## src/design/tsps_pkg.sv

```systemverilog
// tsps_pkg: command and slot-state codes, field widths and the
// controller/datapath interface types of the transmit slot pool.
// No dependencies.
package tsps_pkg;

    localparam int SLOT_FIELD_W = 2;
    localparam int LEN_W        = 10;
    localparam int BCNT_W       = 8;

    localparam logic [1:0] CMD_ACQUIRE  = 2'd0;
    localparam logic [1:0] CMD_COMMIT   = 2'd1;
    localparam logic [1:0] CMD_DONE     = 2'd2;
    localparam logic [1:0] CMD_REJECTED = 2'd3;

    localparam logic [1:0] ST_FREE  = 2'd0;
    localparam logic [1:0] ST_WRITE = 2'd1;
    localparam logic [1:0] ST_SEND  = 2'd2;
    localparam logic [1:0] ST_WAIT  = 2'd3;

    typedef struct packed {
        logic latch;
        logic exec;
        logic load_start;
    } ctrl_cmd_t;

    typedef struct packed {
        logic need_read;
    } dp_stat_t;

endpackage

```

## src/design/tsps_ctrl.sv

```systemverilog
// tsps_ctrl: sequencing state machine of the transmit slot pool.
// Depends on tsps_pkg.
module tsps_ctrl
    import tsps_pkg::*;
(
    input  logic      clk,
    input  logic      rst_n,
    input  logic      req_valid,
    output logic      req_stall,
    output logic      rsp_valid,
    input  logic      rsp_stall,
    output ctrl_cmd_t cmd,
    input  dp_stat_t  stat
);

    localparam logic [1:0] S_IDLE = 2'd0;
    localparam logic [1:0] S_EXEC = 2'd1;
    localparam logic [1:0] S_READ = 2'd2;
    localparam logic [1:0] S_OUT  = 2'd3;

    logic [1:0] state_reg;
    logic [1:0] state_next;

    always_comb
    begin
        state_next = state_reg;
        unique case (state_reg)
            S_IDLE:
            begin
                if (req_valid)
                begin
                    state_next = S_EXEC;
                end
            end
            S_EXEC:
            begin
                state_next = stat.need_read ? S_READ : S_OUT;
            end
            S_READ:
            begin
                state_next = S_OUT;
            end
            S_OUT:
            begin
                if (!rsp_stall)
                begin
                    state_next = S_IDLE;
                end
            end
            default:
            begin
                state_next = S_IDLE;
            end
        endcase
    end

    always_ff @(posedge clk or negedge rst_n)
    begin
        if (!rst_n)
        begin
            state_reg <= S_IDLE;
        end
        else
        begin
            state_reg <= state_next;
        end
    end

    assign req_stall      = (state_reg != S_IDLE);
    assign rsp_valid      = (state_reg == S_OUT);
    assign cmd.latch      = (state_reg == S_IDLE) && req_valid;
    assign cmd.exec       = (state_reg == S_EXEC);
    assign cmd.load_start = (state_reg == S_READ);

endmodule

```

## src/design/tsps_dpath.sv

```systemverilog
// tsps_dpath: slot states, byte-count memory, send tracking and
// result registers of the transmit slot pool.
// Depends on tsps_pkg; driven by tsps_ctrl.
module tsps_dpath
    import tsps_pkg::*;
#(
    parameter int SLOTS     = 4,
    parameter int BUF_BYTES = 128
)
(
    input  logic                    clk,
    input  logic                    rst_n,
    input  ctrl_cmd_t               cmd_ctl,
    output dp_stat_t                stat,
    input  logic [1:0]              cmd,
    input  logic [SLOT_FIELD_W-1:0] slot,
    input  logic [LEN_W-1:0]        length,
    output logic                    acquire_ok,
    output logic                    pool_full,
    output logic [SLOT_FIELD_W-1:0] granted_slot,
    output logic                    start_valid,
    output logic [SLOT_FIELD_W-1:0] start_slot,
    output logic [BCNT_W-1:0]       start_length,
    output logic                    queued
);

    localparam int SW = (SLOTS > 1) ? $clog2(SLOTS) : 1;

    logic [1:0]              cmd_reg;
    logic [SLOT_FIELD_W-1:0] slot_reg;
    logic [LEN_W-1:0]        length_reg;

    logic [1:0]              status_reg [SLOTS];
    logic [BCNT_W-1:0]       bcnt_mem [SLOTS];
    logic [BCNT_W-1:0]       rd_data_reg;
    logic                    active_reg;
    logic [SW-1:0]           send_idx_reg;

    logic                    acquire_ok_reg;
    logic                    pool_full_reg;
    logic [SLOT_FIELD_W-1:0] granted_slot_reg;
    logic                    start_valid_reg;
    logic [SLOT_FIELD_W-1:0] start_slot_reg;
    logic [BCNT_W-1:0]       start_length_reg;
    logic                    queued_reg;

    logic                    free_found;
    logic [SW-1:0]           free_idx;
    logic                    wait_found;
    logic [SW-1:0]           wait_idx;
    logic                    in_range;
    logic [SW-1:0]           slot_idx;
    logic                    commit_ok;
    logic                    commit_store;
    logic [BCNT_W-1:0]       clip_len;

    always_ff @(posedge clk)
    begin
        if (cmd_ctl.latch)
        begin
            cmd_reg    <= cmd;
            slot_reg   <= slot;
            length_reg <= length;
        end
    end

    // lowest-index free and waiting slots
    always_comb
    begin
        free_found = 1'b0;
        free_idx   = '0;
        wait_found = 1'b0;
        wait_idx   = '0;
        for (int i = SLOTS - 1; i >= 0; i--)
        begin
            if (status_reg[i] == ST_FREE)
            begin
                free_found = 1'b1;
                free_idx   = SW'(i);
            end
            if (status_reg[i] == ST_WAIT)
            begin
                wait_found = 1'b1;
                wait_idx   = SW'(i);
            end
        end
    end

    assign in_range     = (int'(slot_reg) < SLOTS);
    assign slot_idx     = SW'(slot_reg);
    assign commit_ok    = (cmd_reg == CMD_COMMIT) && in_range
                          && (status_reg[slot_idx] == ST_WRITE);
    assign commit_store = commit_ok && (length_reg != '0);
    assign clip_len     = (length_reg >= LEN_W'(BUF_BYTES))
                          ? BCNT_W'(BUF_BYTES - 1) : BCNT_W'(length_reg);

    assign stat.need_read = (cmd_reg == CMD_DONE) && wait_found;

    always_ff @(posedge clk)
    begin
        if (cmd_ctl.exec && commit_store)
        begin
            bcnt_mem[slot_idx] <= clip_len;
        end
        if (cmd_ctl.exec)
        begin
            rd_data_reg <= bcnt_mem[wait_idx];
        end
    end

    always_ff @(posedge clk or negedge rst_n)
    begin
        if (!rst_n)
        begin
            for (int i = 0; i < SLOTS; i++)
            begin
                status_reg[i] <= ST_FREE;
            end
            active_reg   <= 1'b0;
            send_idx_reg <= '0;
        end
        else if (cmd_ctl.exec)
        begin
            unique case (cmd_reg)
                CMD_ACQUIRE:
                begin
                    if (free_found)
                    begin
                        status_reg[free_idx] <= ST_WRITE;
                    end
                end
                CMD_COMMIT:
                begin
                    if (commit_ok)
                    begin
                        if (length_reg == '0)
                        begin
                            status_reg[slot_idx] <= ST_FREE;
                        end
                        else if (!active_reg)
                        begin
                            status_reg[slot_idx] <= ST_SEND;
                            active_reg           <= 1'b1;
                            send_idx_reg         <= slot_idx;
                        end
                        else
                        begin
                            status_reg[slot_idx] <= ST_WAIT;
                        end
                    end
                end
                CMD_DONE:
                begin
                    if (active_reg)
                    begin
                        status_reg[send_idx_reg] <= ST_FREE;
                    end
                    if (wait_found)
                    begin
                        status_reg[wait_idx] <= ST_SEND;
                        active_reg           <= 1'b1;
                        send_idx_reg         <= wait_idx;
                    end
                    else
                    begin
                        active_reg <= 1'b0;
                    end
                end
                CMD_REJECTED:
                begin
                    if (active_reg)
                    begin
                        status_reg[send_idx_reg] <= ST_FREE;
                        active_reg               <= 1'b0;
                    end
                end
                default:
                begin
                end
            endcase
        end
    end

    always_ff @(posedge clk)
    begin
        if (cmd_ctl.exec)
        begin
            acquire_ok_reg   <= (cmd_reg == CMD_ACQUIRE) && free_found;
            pool_full_reg    <= (cmd_reg == CMD_ACQUIRE) && !free_found;
            granted_slot_reg <= ((cmd_reg == CMD_ACQUIRE) && free_found)
                                ? SLOT_FIELD_W'(free_idx) : '0;
            queued_reg       <= commit_store && active_reg;
            if (commit_store && !active_reg)
            begin
                start_valid_reg  <= 1'b1;
                start_slot_reg   <= slot_reg;
                start_length_reg <= clip_len;
            end
            else if (stat.need_read)
            begin
                start_valid_reg  <= 1'b1;
                start_slot_reg   <= SLOT_FIELD_W'(wait_idx);
                start_length_reg <= '0;
            end
            else
            begin
                start_valid_reg  <= 1'b0;
                start_slot_reg   <= '0;
                start_length_reg <= '0;
            end
        end
        else if (cmd_ctl.load_start)
        begin
            start_length_reg <= rd_data_reg;
        end
    end

    assign acquire_ok   = acquire_ok_reg;
    assign pool_full    = pool_full_reg;
    assign granted_slot = granted_slot_reg;
    assign start_valid  = start_valid_reg;
    assign start_slot   = start_slot_reg;
    assign start_length = start_length_reg;
    assign queued       = queued_reg;

endmodule

```

## src/design/tx_slot_pool_scheduler.sv

```systemverilog
// tx_slot_pool_scheduler: top level of the transmit slot pool scheduler.
// Depends on tsps_pkg, tsps_ctrl and tsps_dpath.
//
// Usage:
//   Request channel (req_valid/req_stall, cmd, slot, length) carries one
//   event per transfer: acquire, commit, transfer done or start rejected.
//   Response channel (rsp_valid/rsp_stall) returns exactly one result per
//   event: acquire_ok, pool_full, granted_slot, start_valid, start_slot,
//   start_length and queued. Fields that do not apply to the event are 0.
//   Sequence: accept, execute, then the result is presented; a transfer
//   done that starts a waiting slot also passes through S_READ for the
//   registered read of the byte-count memory.
//   Events are handled one at a time: a new request is taken only after
//   the result of the last one has been taken.
//   req_stall is high from acceptance until the result is taken.
//   Reset marks every slot free and nothing sending; byte counts are held
//   in memory and are only read for slots written by a commit.
//   While rsp_stall is high the result is held unchanged and no new
//   request is taken.
module tx_slot_pool_scheduler
    import tsps_pkg::*;
#(
    parameter int SLOTS     = 4,
    parameter int BUF_BYTES = 128
)
(
    input  logic                    clk,
    input  logic                    rst_n,
    input  logic                    req_valid,
    output logic                    req_stall,
    input  logic [1:0]              cmd,
    input  logic [SLOT_FIELD_W-1:0] slot,
    input  logic [LEN_W-1:0]        length,
    output logic                    rsp_valid,
    input  logic                    rsp_stall,
    output logic                    acquire_ok,
    output logic                    pool_full,
    output logic [SLOT_FIELD_W-1:0] granted_slot,
    output logic                    start_valid,
    output logic [SLOT_FIELD_W-1:0] start_slot,
    output logic [BCNT_W-1:0]       start_length,
    output logic                    queued
);

    ctrl_cmd_t ctl;
    dp_stat_t  stat;

    tsps_ctrl u_ctrl
    (
        .clk       (clk),
        .rst_n     (rst_n),
        .req_valid (req_valid),
        .req_stall (req_stall),
        .rsp_valid (rsp_valid),
        .rsp_stall (rsp_stall),
        .cmd       (ctl),
        .stat      (stat)
    );

    tsps_dpath #(
        .SLOTS     (SLOTS),
        .BUF_BYTES (BUF_BYTES)
    ) u_dpath
    (
        .clk          (clk),
        .rst_n        (rst_n),
        .cmd_ctl      (ctl),
        .stat         (stat),
        .cmd          (cmd),
        .slot         (slot),
        .length       (length),
        .acquire_ok   (acquire_ok),
        .pool_full    (pool_full),
        .granted_slot (granted_slot),
        .start_valid  (start_valid),
        .start_slot   (start_slot),
        .start_length (start_length),
        .queued       (queued)
    );

endmodule

```

## config.mk

```make
export PLATFORM = sky130hd
export DESIGN_NAME = tx_slot_pool_scheduler
export DESIGN_NICKNAME = d
export VERILOG_FILES = /design/src/design/tsps_pkg.sv /design/src/design/tsps_ctrl.sv /design/src/design/tsps_dpath.sv /design/src/design/tx_slot_pool_scheduler.sv
export SDC_FILE = /design/constraint.sdc
export NUM_CORES = 1
export LEC_CHECK = 0
export ABC_AREA = 1
export BUFFER_PORTS_ARGS = -buffer_cell sky130_fd_sc_hd__buf_2
export CELL_PAD_IN_SITES_DETAIL_PLACEMENT = 1
export CELL_PAD_IN_SITES_GLOBAL_PLACEMENT = 1
export CORE_UTILIZATION = 43
export CTS_BUF_LIST = sky130_fd_sc_hd__clkbuf_4 sky130_fd_sc_hd__clkbuf_8
export CTS_CLUSTER_SIZE = 16
export DETAILED_ROUTE_END_ITERATION = 10
export PLACE_DENSITY_LB_ADDON = 0.1
export SYNTH_ARGS = -nofsm -noshare
export SYNTH_HDL_FRONTEND = slang
export SYNTH_SLANG_ARGS = --single-unit
export TNS_END_PERCENT = 50
```

## constraint.sdc

```tcl
create_clock -name clk -period 2.5 [get_ports clk]
set_clock_uncertainty 0.1 [all_clocks]
set_input_delay 0.5 -clock clk [delete_from_list [all_inputs] [get_ports clk]]
set_output_delay 0.5 -clock clk [all_outputs]
set_load 0.02 [all_outputs]
```

# Word level (Yosys, flattened, before mapping)

Memories as Yosys holds them, arrays and structs flattened. A register that Yosys moved wholly into a read port is not among the register bits.
Cells that the tools add are included.

Output and inout port bits: 18
Input bits: 18
Word-level logic and storage cells: 152
RAM bits: 32
Register bits after elaboration: 43
Memories: 1

Order comparisons: 9
Mux-type cells: 58
Bitwise gates (word level): 18
Reduce and logical (&&, ||, !) cells: 31
Eq/ne operators: 18

Memories:

| memory           | depth | bits a word | read ports | clocked after memory_dff | wr ports | line             | source |
|---|---|---|---|---|---|---|---|
| u_dpath.bcnt_mem | 4     | 8           | 1          | 1                        | 1        | tsps_dpath.sv:34 | `logic [BCNT_W-1:0] bcnt_mem [SLOTS];` |

Operator list:

| kind                                                                                 | count |
|---|---|
| 8-bit two-way mux                                                                    | 12 |
| 2-bit two-way mux                                                                    | 22 |
| 8-bit one-hot mux with 4 select lines                                                | 1 |
| 8-bit bitwise AND                                                                    | 2 |
| 2-bit demux with 2-bit select                                                        | 4 |
| 2-bit equality test, second input constant                                           | 8 |
| 8-bit inverter                                                                       | 2 |
| 1-bit two-way mux                                                                    | 15 |
| 1-bit logical AND                                                                    | 13 |
| 4-bit bitwise AND                                                                    | 3 |
| 3-bit greater-or-equal comparator, second input constant                             | 4 |
| 2-bit zero test                                                                      | 6 |
| 3-bit by 1-bit < comparator with 1-bit output, second input constant                 | 4 |
| 2-bit inverter with 3-bit output                                                     | 4 |
| 4-bit inverter                                                                       | 3 |
| 4-bit OR                                                                             | 3 |
| 10-bit by 8-bit greater-or-equal comparator with 1-bit output, second input constant | 1 |
| 10-bit zero test                                                                     | 1 |
| 10-bit nonzero test                                                                  | 1 |
| 2-bit != test, second input constant                                                 | 4 |
| 8-bit OR                                                                             | 1 |
| 2-bit one-hot mux with 4 select lines                                                | 1 |
| 2-bit by 1-bit equality test with 1-bit output, second input constant                | 3 |
| 2-bit by 1-bit != test with 1-bit output, second input constant                      | 3 |
| other kinds (10)                                                                     | 13 |

# Logic depth before layout (Yosys ltp)

Word-level depth: 14
Gate-level depth with buffers: 12
Gate-level depth less buffers: 11

# Cells and area by module

A second synthesis with hierarchy kept.

Cells, all modules: 414
Area, all modules: 3,955.0 sq um

Modules (own cells, without submodules):

| module     | seq. area each (sq um) | area each (sq um) | cells each | times used |
|---|---|---|---|---|
| tsps_dpath | 2,377.3                | 3,746.1           | 387        | 1 |
| tsps_ctrl  | 50.0                   | 209.0             | 27         | 1 |

# Least setup slack after synthesis

Ideal clock, no wire load.

Kind: reg-to-reg
From: reg u_ctrl.state_reg[1]
To: mem u_dpath.bcnt_mem[0][0], enable pin
Arrival time: 1,915 ps
Setup time: 370 ps
Path slack: 115 ps
Path buffers: 1
Cell stages (with the launch flop): 6
Path through: dfrtp_1 inv_1 ha_1 clkbuf_1 nand3_1 nor2_1

Longest elaborated chain between the ends: 4

Ends and longest elaborated chain:

| what                                           | line              | source |
|---|---|---|
| start, declared                                | tsps_ctrl.sv:21   | `logic [1:0] state_reg;` |
| start signal, assigned                         | tsps_ctrl.sv:65   | `state_reg <= state_next;` |
| 2-bit by 1-bit equality test with 1-bit output | tsps_ctrl.sv:72   | `assign cmd.exec = (state_reg == S_EXEC);` |
| 1-bit logical AND                              | tsps_dpath.sv:101 | `if (cmd_ctl.exec && commit_store)` |
| 1-bit two-way mux                              | tsps_dpath.sv:101 |  |
| 1-bit two-way mux (not written as such)        | tsps_dpath.sv:103 | `bcnt_mem[slot_idx] <= clip_len;` |
| end, declared                                  | tsps_dpath.sv:34  |  |

Every way passes these cells.

# Final worst setup path

From: reg u_dpath.slot_reg[0] (netlist: u_dpath.slot_idx[0])
To: mem u_dpath.bcnt_mem[2][3], enable pin

Longest elaborated chain between the ends: 10

Ends and longest elaborated chain:

| what                                                   | line              | source |
|---|---|---|
| start, declared                                        | tsps_dpath.sv:30  | `logic [SLOT_FIELD_W-1:0] slot_reg;` |
| start signal, assigned                                 | tsps_dpath.sv:62  | `slot_reg <= slot;` |
| 2-bit inverter with 3-bit output (not written as such) | tsps_dpath.sv:92  | `&& (status_reg[slot_idx] == ST_WRITE);` |
| 2-bit binary-select mux with 2-bit select              | tsps_dpath.sv:92  |  |
| 2-bit two-way mux (not written as such) (2 in a row)   | tsps_dpath.sv:92  |  |
| 2-bit by 1-bit equality test with 1-bit output         | tsps_dpath.sv:92  |  |
| 1-bit logical AND                                      | tsps_dpath.sv:92  |  |
| 1-bit logical AND                                      | tsps_dpath.sv:93  | `assign commit_store = commit_ok && (length_reg != '0);` |
| 1-bit logical AND                                      | tsps_dpath.sv:101 |  |
| 1-bit two-way mux                                      | tsps_dpath.sv:101 |  |
| 1-bit two-way mux (not written as such)                | tsps_dpath.sv:103 |  |

Parallel ways exist; a longest one is shown, timed or not. The select of a mux whose other input is x is not followed.

==> metrics.yaml <==
status: "completed"
drc: 0
power_leakage_nw: 1.89
cpMostUsedCell: "nor2_1"
hold_ws_ps: 214
ant_nets: 0
worst_slack_ps: 396
fmax_ghz: 0.475
critPathLaunchType: "register"
endpoint: "u_dpath.bcnt_mem[2][3]"
fillers: 1047
cts-root-buf: "clkbuf_8"
cp.arrival_ps: 2070
postSynthAreaPerCell_um2: 9.74
rr_endpoint: "u_dpath.bcnt_mem[2][3]"
place_ws_ps: 460
die-height_um: 98.7
grt_pass1_wl_mm: 15.6
initial_utilization_pct: 45.2
antenna_found_initial: 0
diodes: 0
rows: 34
nNetsFinal: 483
die_w_um: 98.7
drt-vias-per-instance: 5.24
critPathSlowestCell: "edfxtp_1"
crit_start: "u_dpath.slot_idx[0]"
path_clk_slew_ps: 90
rsz0062_at_grt: "no"
period_share_pct: 84.2
synth_warnings: 0
reg2reg_depth: 10
wire_per_inst_um: 16.9
ys_seq_elements: 83
core_mm2: 0.00889
cts_sinks: 83
pin_count: 36
grt_pass1_vias: 2999
synth_cell_types: 30
synth_area_mm2: 0.00402
path_max_fanout: 9
drive_gt1_share_pct: 18.9
htree_levels: 3
vdd_drop_max_mv: 0.346
relSlewSlack_pct: 64.0
dpl.hpwl_mm: 7.43
hold_viol_final: 0
grt_max_degree: 27
cp.required_ps: 2470
final_common_cell: "nand2_1"
p_per_area_mw_per_mm2: 1040
path_class: "reg2reg"
cts_hold_buf: 1
syn2layout_area_growth_pct: 12.8
drt-initial-drc-count: 172
worstMarginPinSlew_ps: 540
worstPathCellList: "inv_4, nor2_1, nand2_1, nand2_1, nor2_4, nand2_2, nor2_1, nand3_1, nor2_1, buf_4"
dieArea_mm2: 0.00975
postLayoutCoreUtil_pct: 51.0
numPortBuffers: 35
fin_setup_tns_ps: 0
grt_use_total_pct: 21.2
synth_top_area_share_pct: 52.3
ys_seq_area_share_pct: 60.3
synthTopCellsByArea: "edfxtp_1 52%, nand2_1 11%, dfrtp_1 8.1%, nand3_1 5.8%, inv_1 3.0%"
post-route-min-period_ps: 2100
numCtsBuffers: 9
final_cell_mix: "121 x nand2_1, 70 x edfxtp_1, 47 x nand3_1"
max_cap_violations: 0
slew_viol_final: 0
syn_inst: 413
grt_overflow: 0
crit_path_end_kind: "register"
cts_resized: 0
slowest_delay_ps: 560
synth_largest_area_cell: "edfxtp_1"
cts_tree: "yes"
finalSetupViolCount: 0
regToRegStartpoint: "u_dpath.slot_idx[0]"
first_pass_iters: 4
postCtsSetupBuffers: 0
largest_reg_flops: 32
place_congestion: 0.904
clk_latency_ps: 350
wl_mm: 9.70
clk_path_buf_depth: 2
min_path_type: "in2reg"
reg2reg_slack_ps: 400
vias: 3007
-- worst min-delay path by stage --
stage | start | endpoint | slack, ps | cells after the start
floorplan | rst_n | u_ctrl.state_reg[0] | 100 | 0
global placement | rst_n | u_dpath.status_reg[0] | 320 | 1
detailed placement | rst_n | u_dpath.status_reg[1] | 330 | 1
CTS | cmd[1] | u_dpath.cmd_reg[1] | 200 | 1
global route | length[2] | u_dpath.length_reg[2] | 200 | 1
finish | cmd[1] | u_dpath.cmd_reg[1] | 210 | 1
-- synthesized netlist by cell type (all sizes together) --
| cell type | n |
|---|---|
| a21oi | 12 |
| a31oi | 2 |
| buf | 8 |
| clkbuf | 2 |
| conb | 1 |
| dfrtp | 13 |
| edfxtp | 70 |
| ha | 4 |
| inv | 42 |
| nand2 | 127 |
| nand3 | 47 |
| nand4 | 15 |
| nor2 | 37 |
| nor3 | 1 |
| nor4 | 1 |
| o211ai | 2 |
| o21ai | 26 |
| o22ai | 1 |
| o31ai | 2 |
-- logic make-up after synthesis --
kind of cell | count (synthesis) | synth area share, %
compound gates | 45 | 6.03
fa+ha+maj | 4 | 1.24
buf+inv | 52 | 5.91
flops | 83 | 60.3
other cells | 1 | 0.0932
simple gates | 228 | 26.4
-- final cells by class --
class	count	area [um^2]	area share, %
flip-flops and latches	83	2430	53.5
multi-input cells	281	1370	30.2
repair buffers	44	245	5.40
inverters	42	163	3.58
well taps	108	135	2.98
clock buffers	9	124	2.73
clock inverters	7	75.1	1.65
-- power breakdown --
group / switching (mW) / total, mW / internal, mW / leakage (nW)
sequential: 0.234 / 2.13 / 1.89 / 0.804
combinational: 1.15 / 1.61 / 0.462 / 0.987
clock: 0.516 / 0.985 / 0.469 / 0.0992
-- through the flow --
step	cell area, um^2	cells	power (mW)
2_1_floorplan	4030	416	3.28
5_1_grt	4540	574	5.02
6_report	4540	574	4.72
4_1_cts	4540	574	4.75
3_3_place_gp	4330	557	3.72
3_5_place_dp	4330	557	3.77
-- critical path: cells and delay by family (launching register included) --
kind	cells	cell delay [ps]
buf+inv	2	320
simple gates	8	830
flops	1	560
-- metal layers --
layer  vias to the layer above  part of all wire (%)  track usage (%)  wire, um
li1                       1492                     -                -         -
met1                      1407                    49             30.5      4750
met2                        94                    44             33.0      4310
met3                        14                   5.1             3.19       498
met4                         0                   1.5             7.00       143
met5                         -                     0                0         0
No activity file was read; power rests on OpenSTA's default activity.
